### config.mk
export PLATFORM = sky130hd
export DESIGN_NAME = ima_adpcm_block_decoder_top
export DESIGN_NICKNAME = d
export VERILOG_FILES = /design/src/sv/ima_dec_pkg.sv /design/src/sv/ima_dec_nibble.sv /design/src/sv/ima_adpcm_block_decoder_top.sv
export VERILOG_INCLUDE_DIRS = /design/src /design/src/sv
export SDC_FILE = /design/constraint.sdc
export NUM_CORES = 1
export LEC_CHECK = 0
export BUFFER_PORTS_ARGS = -buffer_cell sky130_fd_sc_hd__buf_2
export CORE_UTILIZATION = 64
export DETAILED_ROUTE_END_ITERATION = 8
export HOLD_SLACK_MARGIN = 0.02
export PLACE_DENSITY_LB_ADDON = 0.25
export SLEW_MARGIN = 20
export SYNTH_ARGS = -nofsm -noshare
export SYNTH_HDL_FRONTEND = slang
export SYNTH_SLANG_ARGS = --single-unit
### constraint.sdc
create_clock -name aclk -period 10.85 [get_ports aclk]
set_input_delay 1.6275 -clock aclk [delete_from_list [all_inputs] [get_ports aclk]]
set_output_delay 1.6275 -clock aclk [all_outputs]
set_load 0.02 [all_outputs]
### src/sv/ima_adpcm_block_decoder_top_assert.svh
// ============================================================================
// IMA ADPCM block decoder - assertion macros
// Concurrent assertion helpers on aclk, with and without reset gating.
// Both are empty when SYNTH is defined.
// ============================================================================
`ifndef IMA_ADPCM_BLOCK_DECODER_TOP_ASSERT_SVH
`define IMA_ADPCM_BLOCK_DECODER_TOP_ASSERT_SVH

`ifndef SYNTH
// property checked every edge of aclk, ignored while aresetn is low
`define IMA_ASSERT(label, prop, msg) \
    label: assert property (@(posedge aclk) disable iff (!aresetn) (prop)) else $error(msg);
// property checked every edge of aclk, reset included
`define IMA_ASSERT_ALWAYS(label, prop, msg) \
    label: assert property (@(posedge aclk) (prop)) else $error(msg);
`else
`define IMA_ASSERT(label, prop, msg)
`define IMA_ASSERT_ALWAYS(label, prop, msg)
`endif

`endif

### src/sv/ima_dec_pkg.sv
// ============================================================================
// IMA ADPCM block decoder - package
// Widths, header positions, step table and decoder state type.
// ============================================================================
`default_nettype none

package ima_dec_pkg;

    // block geometry
    localparam int MaxBlockBytes = 4096;
    localparam int MinBlockBytes = 8;
    localparam int PosW          = $clog2(MaxBlockBytes);
    localparam int SizeW         = PosW + 1;
    localparam int CfgW          = 13;

    // payload widths
    localparam int SampleW = 16;
    localparam int ByteW   = 8;
    localparam int NibW    = 4;
    localparam int IdxW    = 7;
    localparam int StepW   = 15;

    localparam logic [IdxW-1:0] IdxMax = 7'd88;
    localparam logic [CfgW-1:0] BlockBytesRst = 13'd1024;

    // byte positions inside the block header
    localparam logic [PosW-1:0] PosHdrLo  = PosW'(0);
    localparam logic [PosW-1:0] PosHdrHi  = PosW'(1);
    localparam logic [PosW-1:0] PosHdrIdx = PosW'(2);
    localparam logic [PosW-1:0] PosHdrRsv = PosW'(3);

    // running decoder state
    typedef struct packed {
        logic [SampleW-1:0] pred;
        logic [IdxW-1:0]    idx;
    } dec_state_t;

    // standard IMA step sizes
    localparam logic [StepW-1:0] StepTab [0:88] = '{
        15'd7, 15'd8, 15'd9, 15'd10, 15'd11, 15'd12, 15'd13, 15'd14,
        15'd16, 15'd17, 15'd19, 15'd21, 15'd23, 15'd25, 15'd28, 15'd31,
        15'd34, 15'd37, 15'd41, 15'd45, 15'd50, 15'd55, 15'd60, 15'd66,
        15'd73, 15'd80, 15'd88, 15'd97, 15'd107, 15'd118, 15'd130, 15'd143,
        15'd157, 15'd173, 15'd190, 15'd209, 15'd230, 15'd253, 15'd279, 15'd307,
        15'd337, 15'd371, 15'd408, 15'd449, 15'd494, 15'd544, 15'd598, 15'd658,
        15'd724, 15'd796, 15'd876, 15'd963, 15'd1060, 15'd1166, 15'd1282,
        15'd1411, 15'd1552, 15'd1707, 15'd1878, 15'd2066, 15'd2272, 15'd2499,
        15'd2749, 15'd3024, 15'd3327, 15'd3660, 15'd4026, 15'd4428, 15'd4871,
        15'd5358, 15'd5894, 15'd6484, 15'd7132, 15'd7845, 15'd8630, 15'd9493,
        15'd10442, 15'd11487, 15'd12635, 15'd13899, 15'd15289, 15'd16818,
        15'd18500, 15'd20350, 15'd22385, 15'd24623, 15'd27086, 15'd29794,
        15'd32767
    };

    // clamp an index to the top of the table
    function automatic logic [IdxW-1:0] idx_clamp(input logic [IdxW-1:0] idx);
        return (idx > IdxMax) ? IdxMax : idx;
    endfunction

    // step size for an index, out-of-range index reads the top entry
    function automatic logic [StepW-1:0] step_of(input logic [IdxW-1:0] idx);
        return StepTab[idx_clamp(idx)];
    endfunction

endpackage

`default_nettype wire

### src/sv/ima_dec_nibble.sv
// ============================================================================
// IMA ADPCM block decoder - nibble decode
// One 4-bit code applied to the predictor and step index: scaled step add,
// int16 saturation, index adjust clamped to 0..88.
// ============================================================================
`default_nettype none

module ima_dec_nibble
    import ima_dec_pkg::*;
(
    input  dec_state_t        state_cur,
    input  logic [NibW-1:0]   nib,
    output dec_state_t        state_new
);

    logic [StepW-1:0]   step;
    logic [SampleW-1:0] diff;
    logic [SampleW+1:0] sum;
    logic [IdxW-1:0]    idx_c;
    logic [7:0]         adj;
    logic [7:0]         idx_sum;

    // difference from the step, magnitude bits then sign
    always_comb begin
        idx_c = idx_clamp(state_cur.idx);
        step  = step_of(idx_c);
        diff  = {4'b0, step[StepW-1:3]};
        if (nib[0]) begin
            diff = diff + {3'b0, step[StepW-1:2]};
        end
        if (nib[1]) begin
            diff = diff + {2'b0, step[StepW-1:1]};
        end
        if (nib[2]) begin
            diff = diff + {1'b0, step};
        end
        sum = {{2{state_cur.pred[SampleW-1]}}, state_cur.pred}
            + (nib[3] ? (18'd0 - {2'b0, diff}) : {2'b0, diff});
    end

    always_comb begin
        // saturate to int16
        if ($signed(sum) > 18'sd32767) begin
            state_new.pred = 16'h7FFF;
        end else if ($signed(sum) < -18'sd32768) begin
            state_new.pred = 16'h8000;
        end else begin
            state_new.pred = sum[SampleW-1:0];
        end

        // index step: -1 for small codes, 2/4/6/8 for large ones
        adj     = nib[2] ? 8'(({6'b0, nib[1:0]} + 8'd1) << 1) : 8'hFF;
        idx_sum = {1'b0, idx_c} + adj;
        if (idx_sum[7]) begin
            state_new.idx = '0;
        end else if (idx_sum[IdxW-1:0] > IdxMax) begin
            state_new.idx = IdxMax;
        end else begin
            state_new.idx = idx_sum[IdxW-1:0];
        end
    end

endmodule

`default_nettype wire

### src/sv/ima_adpcm_block_decoder_top.sv
// ============================================================================
// IMA ADPCM block decoder - top level
// Splits a byte stream into blocks, loads the four-byte header and decodes
// each later byte into two PCM samples, low nibble first.
// ============================================================================
//
//  channel   dir  tdata                tuser          tlast
//  s_*       in   [7:0] data_byte      -              end_of_stream
//  m_*       out  [15:0] sample        block_start    run_last
//  cfg_*     in   [12:0] block_bytes   (write strobe cfg_wr_en, no read-back)
//
//  Header bytes 0..2 give no output beat; header byte 3 gives one output
//  beat. A data byte goes through the single nibble decoder one nibble at
//  a time, low then high; no new byte is taken until the high one is done.
//  Bytes register in the input stage, samples in the output register.
//  Reset clears the control registers; no memory, no clearing pass.
//  A stall on m_tready holds the decode stage, which then back-pressures
//  s_tready; the input stage refills in the cycle its byte completes.
//
`default_nettype none
`include "ima_adpcm_block_decoder_top_assert.svh"

module ima_adpcm_block_decoder_top
    import ima_dec_pkg::*;
(
    input  logic                aclk,
    input  logic                aresetn,
    // config
    input  logic                cfg_wr_en,
    input  logic [CfgW-1:0]     cfg_wr_data,     // block_bytes
    // input stream
    input  logic                s_tvalid,
    output logic                s_tready,
    input  logic [ByteW-1:0]    s_tdata,         // [7:0] data_byte
    input  logic                s_tlast,         // end_of_stream
    // output stream
    output logic                m_tvalid,
    input  logic                m_tready,
    output logic [SampleW-1:0]  m_tdata,         // [15:0] sample
    output logic                m_tuser,         // block_start
    output logic                m_tlast          // run_last
);

    // registers
    logic [CfgW-1:0]    block_bytes_reg, block_bytes_next;
    logic               in_vld_reg, in_vld_next;
    logic [ByteW-1:0]   in_byte_reg, in_byte_next;
    logic               in_eos_reg, in_eos_next;
    logic               nib_hi_reg, nib_hi_next;
    logic [PosW-1:0]    pos_reg, pos_next;
    logic [ByteW-1:0]   hdr_lo_reg, hdr_lo_next;
    dec_state_t         dec_reg, dec_next;
    logic               m_tvalid_reg, m_tvalid_next;
    logic [SampleW-1:0] m_tdata_reg, m_tdata_next;
    logic               m_tuser_reg, m_tuser_next;
    logic               m_tlast_reg, m_tlast_next;

    // combinational
    logic [SizeW-1:0]   size_eff;
    logic [SizeW-1:0]   pos_inc;
    logic               blk_end;
    logic               is_data;
    logic               need_out;
    logic               out_free;
    logic               fire;
    logic               done;
    logic               in_take;
    logic [NibW-1:0]    nib;
    dec_state_t         dec_nib;

    // effective block size, clamped to the supported range
    always_comb begin
        if (block_bytes_reg < CfgW'(MinBlockBytes)) begin
            size_eff = SizeW'(MinBlockBytes);
        end else if (32'(block_bytes_reg) > MaxBlockBytes) begin
            size_eff = SizeW'(MaxBlockBytes);
        end else begin
            size_eff = SizeW'(block_bytes_reg);
        end
    end

    assign pos_inc = {1'b0, pos_reg} + SizeW'(1);
    assign blk_end = in_eos_reg || (pos_inc >= size_eff);

    // nibble decoder shared by both halves of a data byte
    assign nib = nib_hi_reg ? in_byte_reg[7:4] : in_byte_reg[3:0];

    ima_dec_nibble u_nibble (
        .state_cur (dec_reg),
        .nib       (nib),
        .state_new (dec_nib)
    );

    // stage control
    assign is_data  = pos_reg > PosHdrRsv;
    assign need_out = in_vld_reg && (pos_reg >= PosHdrRsv);
    assign out_free = !m_tvalid_reg || m_tready;
    assign fire     = in_vld_reg && (!need_out || out_free);
    assign done     = fire && (!is_data || nib_hi_reg);
    assign s_tready = !in_vld_reg || done;
    assign in_take  = s_tvalid && s_tready;

    // next-state logic
    always_comb begin
        block_bytes_next = cfg_wr_en ? cfg_wr_data : block_bytes_reg;

        in_vld_next  = in_vld_reg;
        in_byte_next = in_byte_reg;
        in_eos_next  = in_eos_reg;
        if (in_take) begin
            in_vld_next  = 1'b1;
            in_byte_next = s_tdata;
            in_eos_next  = s_tlast;
        end else if (done) begin
            in_vld_next = 1'b0;
        end

        nib_hi_next = nib_hi_reg;
        if (done) begin
            nib_hi_next = 1'b0;
        end else if (fire && is_data) begin
            nib_hi_next = 1'b1;
        end

        pos_next = pos_reg;
        if (done) begin
            pos_next = blk_end ? '0 : pos_inc[PosW-1:0];
        end

        // header load and nibble update
        hdr_lo_next = hdr_lo_reg;
        dec_next    = dec_reg;
        if (fire) begin
            if (pos_reg == PosHdrLo) begin
                hdr_lo_next = in_byte_reg;
            end else if (pos_reg == PosHdrHi) begin
                dec_next.pred = {in_byte_reg, hdr_lo_reg};
            end else if (pos_reg == PosHdrIdx) begin
                dec_next.idx = (in_byte_reg > ByteW'(IdxMax)) ? IdxMax
                                                              : in_byte_reg[IdxW-1:0];
            end else if (is_data) begin
                dec_next = dec_nib;
            end
        end

        // output register
        m_tvalid_next = m_tready ? 1'b0 : m_tvalid_reg;
        m_tdata_next  = m_tdata_reg;
        m_tuser_next  = m_tuser_reg;
        m_tlast_next  = m_tlast_reg;
        if (fire && need_out) begin
            m_tvalid_next = 1'b1;
            m_tdata_next  = is_data ? dec_nib.pred : dec_reg.pred;
            m_tuser_next  = !is_data;
            m_tlast_next  = !is_data || nib_hi_reg;
        end
    end

    // control registers
    always_ff @(posedge aclk) begin
        if (!aresetn) begin
            block_bytes_reg <= BlockBytesRst;
            in_vld_reg      <= 1'b0;
            nib_hi_reg      <= 1'b0;
            pos_reg         <= '0;
            hdr_lo_reg      <= '0;
            dec_reg         <= '0;
            m_tvalid_reg    <= 1'b0;
        end else begin
            block_bytes_reg <= block_bytes_next;
            in_vld_reg      <= in_vld_next;
            nib_hi_reg      <= nib_hi_next;
            pos_reg         <= pos_next;
            hdr_lo_reg      <= hdr_lo_next;
            dec_reg         <= dec_next;
            m_tvalid_reg    <= m_tvalid_next;
        end
    end

    // payload registers
    always_ff @(posedge aclk) begin
        in_byte_reg <= in_byte_next;
        in_eos_reg  <= in_eos_next;
        m_tdata_reg <= m_tdata_next;
        m_tuser_reg <= m_tuser_next;
        m_tlast_reg <= m_tlast_next;
    end

    assign m_tvalid = m_tvalid_reg;
    assign m_tdata  = m_tdata_reg;
    assign m_tuser  = m_tuser_reg;
    assign m_tlast  = m_tlast_reg;

    // checks
    `IMA_ASSERT(a_idx_range, dec_reg.idx <= IdxMax, "step index above 88")
    `IMA_ASSERT(a_hi_needs_byte, nib_hi_reg |-> in_vld_reg, "high nibble with empty stage")
    `IMA_ASSERT(a_hdr_is_last, (m_tvalid_reg && m_tuser_reg) |-> m_tlast_reg,
                "header sample not marked last")
    `IMA_ASSERT(a_hi_follows_lo, (fire && is_data && !nib_hi_reg) |=> (in_vld_reg && nib_hi_reg),
                "low nibble not followed by high nibble")
    `IMA_ASSERT_ALWAYS(a_pos_reset, !aresetn |=> (pos_reg == PosHdrLo && !nib_hi_reg),
                "position not cleared by reset")

endmodule

`default_nettype wire
==> flow_metrics.tcl <==
set metrics [dict create \
    status "finished, final reports clean" \
    synthFlopType "sky130_fd_sc_hd__dfxtp_1" \
    grt_setup_unrepaired "false" \
    achievable-frequency_mhz 97.6 \
    chipHeight_um 128 \
    cts-hold-fix-buffers 0 \
    endpoint_kind_of_the_worst_setup_timing_path "register" \
    first_global_vias 9544 \
    critPathMaxStageDelay_ns 0.44 \
    cp_num_buf_inv 5 \
    hold_slack_ns 0.523 \
    floorplan.core_area_um2 15300 \
    ioPinCount 47 \
    via_count 10433 \
    ctsLongestPathBuffers 2 \
    die_w_um 128 \
    viasPerCell 6.75 \
    die_area_um2 16300 \
    finalSetupViolations 0 \
    finish.net_count 1459 \
    antennaDiodeCount 0 \
    clock_tree_from_tritoncts "done" \
    drt_first_iter_violations 1314 \
    final_hold_viol_count 0 \
    cts-htree-levels 3 \
    starting_density_of_the_core_pct 66.2 \
    yosys_warnings 0 \
    wire_per_inst_um 19.2 \
    worst_path_most_repeated_cell "sky130_fd_sc_hd__o21ai_0" \
    cellLeakagePower_nw 4.66 \
    hpwl_mm 21.1 \
    place.gp.congestion 1.05 \
    cts.clk_slew.worst_paths_ns 0.06 \
    overflow 0 \
    worst_setup_slack_post_dpl_ns 0.206 \
    worst_skew_pair.late_latency_ns 0.34 \
    ant_nets 0 \
    postSynthCellCount 1313 \
    pin_count_of_the_biggest_net_entering_global_routing 52 \
    drv.max_cap_violation_count 0 \
    synthDistinctLibCells 91 \
    grt_antenna_before_repair 0 \
    layout_cells_sized_above_1_pct 10.3 \
    timing.critical_path.arrival_ns 10.34 \
    synth_enable_flop_cells 27 \
    critPathLaunchType "register" \
    async_s_r_ff_share_synth_pct 0 \
    area_growth_syn_to_layout_pct 7.76 \
    grt_pass1_wl_mm 47.8 \
    netlist_area_um2 10100 \
    route.detailed.drc 0 \
    period_minus_slack_ns 10.25 \
    final_min_period_over_clock_period_pct 94.4 \
    io_buffer_count 46 \
    path_class "register to register" \
    instances_no_fill 1546 \
    worstPathRequired_ns 10.95 \
    irDropWorstVdd_v 0.000172 \
    worst_path_max_delay_cell "sky130_fd_sc_hd__a221oi_1" \
    cts_root_buffer "sky130_fd_sc_hd__clkbuf_16" \
    powerDensity_nw_per_um2 148 \
    total_detailed_routing_wirelength_mm 29.7 \
    globalRouteTotalUtil_pct 36.4 \
    finalClockSkew_ns 0.00353 \
    largest_register_ffs 23 \
    critical_path.top_delay_family "compound AO/OA/AOI/OAI gates" \
    setup.reg_to_reg.worst_slack_ns 0.60 \
    floorplan.rows 45 \
    drtPass1Iterations 6 \
    timing_max_transition_violations_final 0 \
    number_of_nets_produced_by_synthesis 1442 \
    cts_num_sinks 86 \
    finalSetupTns_ns 0 \
    ys_seq_elements 86 \
    syn_area_per_cell_um2 7.72 \
    cts-buffers-inserted 9 \
    cp_max_fo 16 \
    place_inst 1527 \
    ys_seq_area_share_pct 19.6 \
    worst_hold_path_type "register to register" \
    worst_slew_pin_slew_ns 0.971 \
    final.setup.worst_slack_ns 0.604 \
    worst_slew_margin_rel_pct 35.0 \
]
## placed cells by master, fill, tap and decap left out, types with 6 or more instances in the layout
master                      count
sky130_fd_sc_hd__a211o_1        6
sky130_fd_sc_hd__a211oi_1      12
sky130_fd_sc_hd__a21boi_0       8
sky130_fd_sc_hd__a21o_1        22
sky130_fd_sc_hd__a21oi_1      102
sky130_fd_sc_hd__a22oi_1       11
sky130_fd_sc_hd__a31oi_1       26
sky130_fd_sc_hd__and2_1        13
sky130_fd_sc_hd__and3_1        27
sky130_fd_sc_hd__buf_2         46
sky130_fd_sc_hd__buf_4         28
sky130_fd_sc_hd__clkbuf_16      9
sky130_fd_sc_hd__dfxtp_1       59
sky130_fd_sc_hd__edfxtp_1      27
sky130_fd_sc_hd__ha_1          94
sky130_fd_sc_hd__inv_1         58
sky130_fd_sc_hd__mux2_2         7
sky130_fd_sc_hd__mux2i_1       38
sky130_fd_sc_hd__nand2_1       91
sky130_fd_sc_hd__nand2b_1      29
sky130_fd_sc_hd__nand3_1       30
sky130_fd_sc_hd__nand4_1        7
sky130_fd_sc_hd__nor2_1       116
sky130_fd_sc_hd__nor2b_1       34
sky130_fd_sc_hd__nor3_1        23
sky130_fd_sc_hd__o2111ai_1     11
sky130_fd_sc_hd__o211a_1        6
sky130_fd_sc_hd__o211ai_1      42
sky130_fd_sc_hd__o21a_1        36
sky130_fd_sc_hd__o21ai_0       75
sky130_fd_sc_hd__o21bai_1      14
sky130_fd_sc_hd__o22ai_1        8
sky130_fd_sc_hd__o31ai_1       13
sky130_fd_sc_hd__or2_2          7
sky130_fd_sc_hd__or3_1          7
sky130_fd_sc_hd__xnor2_1       40
sky130_fd_sc_hd__xor2_1        26
## worst paths after layout
check | startpoint | to | depth (start not counted)
hold reg to reg | pos_reg[7] | pos_reg[7] | 1
setup / recovery | dec_reg[4] | m_tdata[5] | 44
setup reg to reg | dec_reg[4] | m_tdata[5] | 44
hold / removal | pos_reg[7] | pos_reg[7] | 1
## metal layers
metal,global-route usage (%),vias to the layer above,share of wire (%)
li1,-,4938,-
met1,49.2,4809,43
met2,58.1,576,45
met3,4.59,110,8.3
met4,16.2,0,4.4
met5,0,-,0
## cell type report
class,instances,area (um^2)
Clock buffer,10,229
Sequential cell,86,1990
Timing Repair Buffer,74,440
Multi-Input combinational cell,1097,7680
Clock inverter,6,85.1
Fill cell,1267,4390
Tap cell,211,264
Inverter,62,233
## kinds of logic after synthesis
kind of cell	Yosys count	share of synthesized area, %
AO/OA/AOI/OAI	467	31.2
buffers and inverters	130	5.28
adder cells (fa/ha/maj)	103	13.1
XOR/XNOR	66	5.70
multiplexers	48	4.95
flip-flops	86	19.6
AND/OR/NAND/NOR	413	20.2
## what timing repair did
| action | 4_1_cts | 5_1_grt |
|---|---|---|
| setup endpoints to repair | 0 | 32 |
| gates resized for setup | 0 | 14 |
| setup buffers | 0 | 3 |
| endpoints found under the hold margin | 0 | 0 |
## stage by stage
step / util, % / instance area [um^2] / power, mW
2_1_floorplan: - / 10100 / 1.06
3_3_place_gp: 68.7 / 10500 / 1.23
3_5_place_dp: 68.7 / 10500 / 1.25
4_1_cts: 70.8 / 10800 / 1.59
5_1_grt: 71.3 / 10900 / 1.72
6_report: 71.3 / 10900 / 1.62
## cells in the mapped netlist, types with 8 or more instances
cell type / count / share of area, %
sky130_fd_sc_hd__clkbuf_1: 43 / 1.6
sky130_fd_sc_hd__inv_1: 58 / 2.1
sky130_fd_sc_hd__o2111ai_1: 11 / 0.95
sky130_fd_sc_hd__a21o_1: 22 / 1.6
sky130_fd_sc_hd__o21bai_1: 14 / 1.0
sky130_fd_sc_hd__nor3_1: 24 / 1.2
sky130_fd_sc_hd__nand2_1: 94 / 3.5
sky130_fd_sc_hd__nor2_1: 116 / 4.3
sky130_fd_sc_hd__a211oi_1: 14 / 1.0
sky130_fd_sc_hd__nand3_1: 30 / 1.5
sky130_fd_sc_hd__mux2i_1: 38 / 3.8
sky130_fd_sc_hd__and2_1: 13 / 0.80
sky130_fd_sc_hd__xor2_1: 26 / 2.2
sky130_fd_sc_hd__buf_2: 14 / 0.69
sky130_fd_sc_hd__ha_1: 97 / 12
sky130_fd_sc_hd__a31oi_1: 27 / 1.7
sky130_fd_sc_hd__a21boi_0: 8 / 0.59
sky130_fd_sc_hd__o21ai_0: 75 / 3.7
sky130_fd_sc_hd__a22oi_1: 11 / 0.81
sky130_fd_sc_hd__o211ai_1: 42 / 3.1
sky130_fd_sc_hd__dfxtp_1: 59 / 12
sky130_fd_sc_hd__o21a_1: 36 / 2.7
sky130_fd_sc_hd__a21oi_1: 104 / 5.1
sky130_fd_sc_hd__o31ai_1: 13 / 0.96
sky130_fd_sc_hd__nor2b_1: 34 / 2.1
sky130_fd_sc_hd__nand2b_1: 29 / 1.8
sky130_fd_sc_hd__edfxtp_1: 27 / 8.0
sky130_fd_sc_hd__xnor2_1: 40 / 3.5
sky130_fd_sc_hd__o22ai_1: 9 / 0.56
sky130_fd_sc_hd__and3_1: 27 / 1.7
## where the power goes
part	total, mW	switching, mW	leakage, nW	internal (mW)
registers	0.388	0.0258	0.731	0.363
logic	0.899	0.545	3.78	0.354
clock network	0.328	0.127	0.151	0.201
total	1.62	0.698	4.66	0.918
Note: power is estimated with default switching activity, not from simulation.
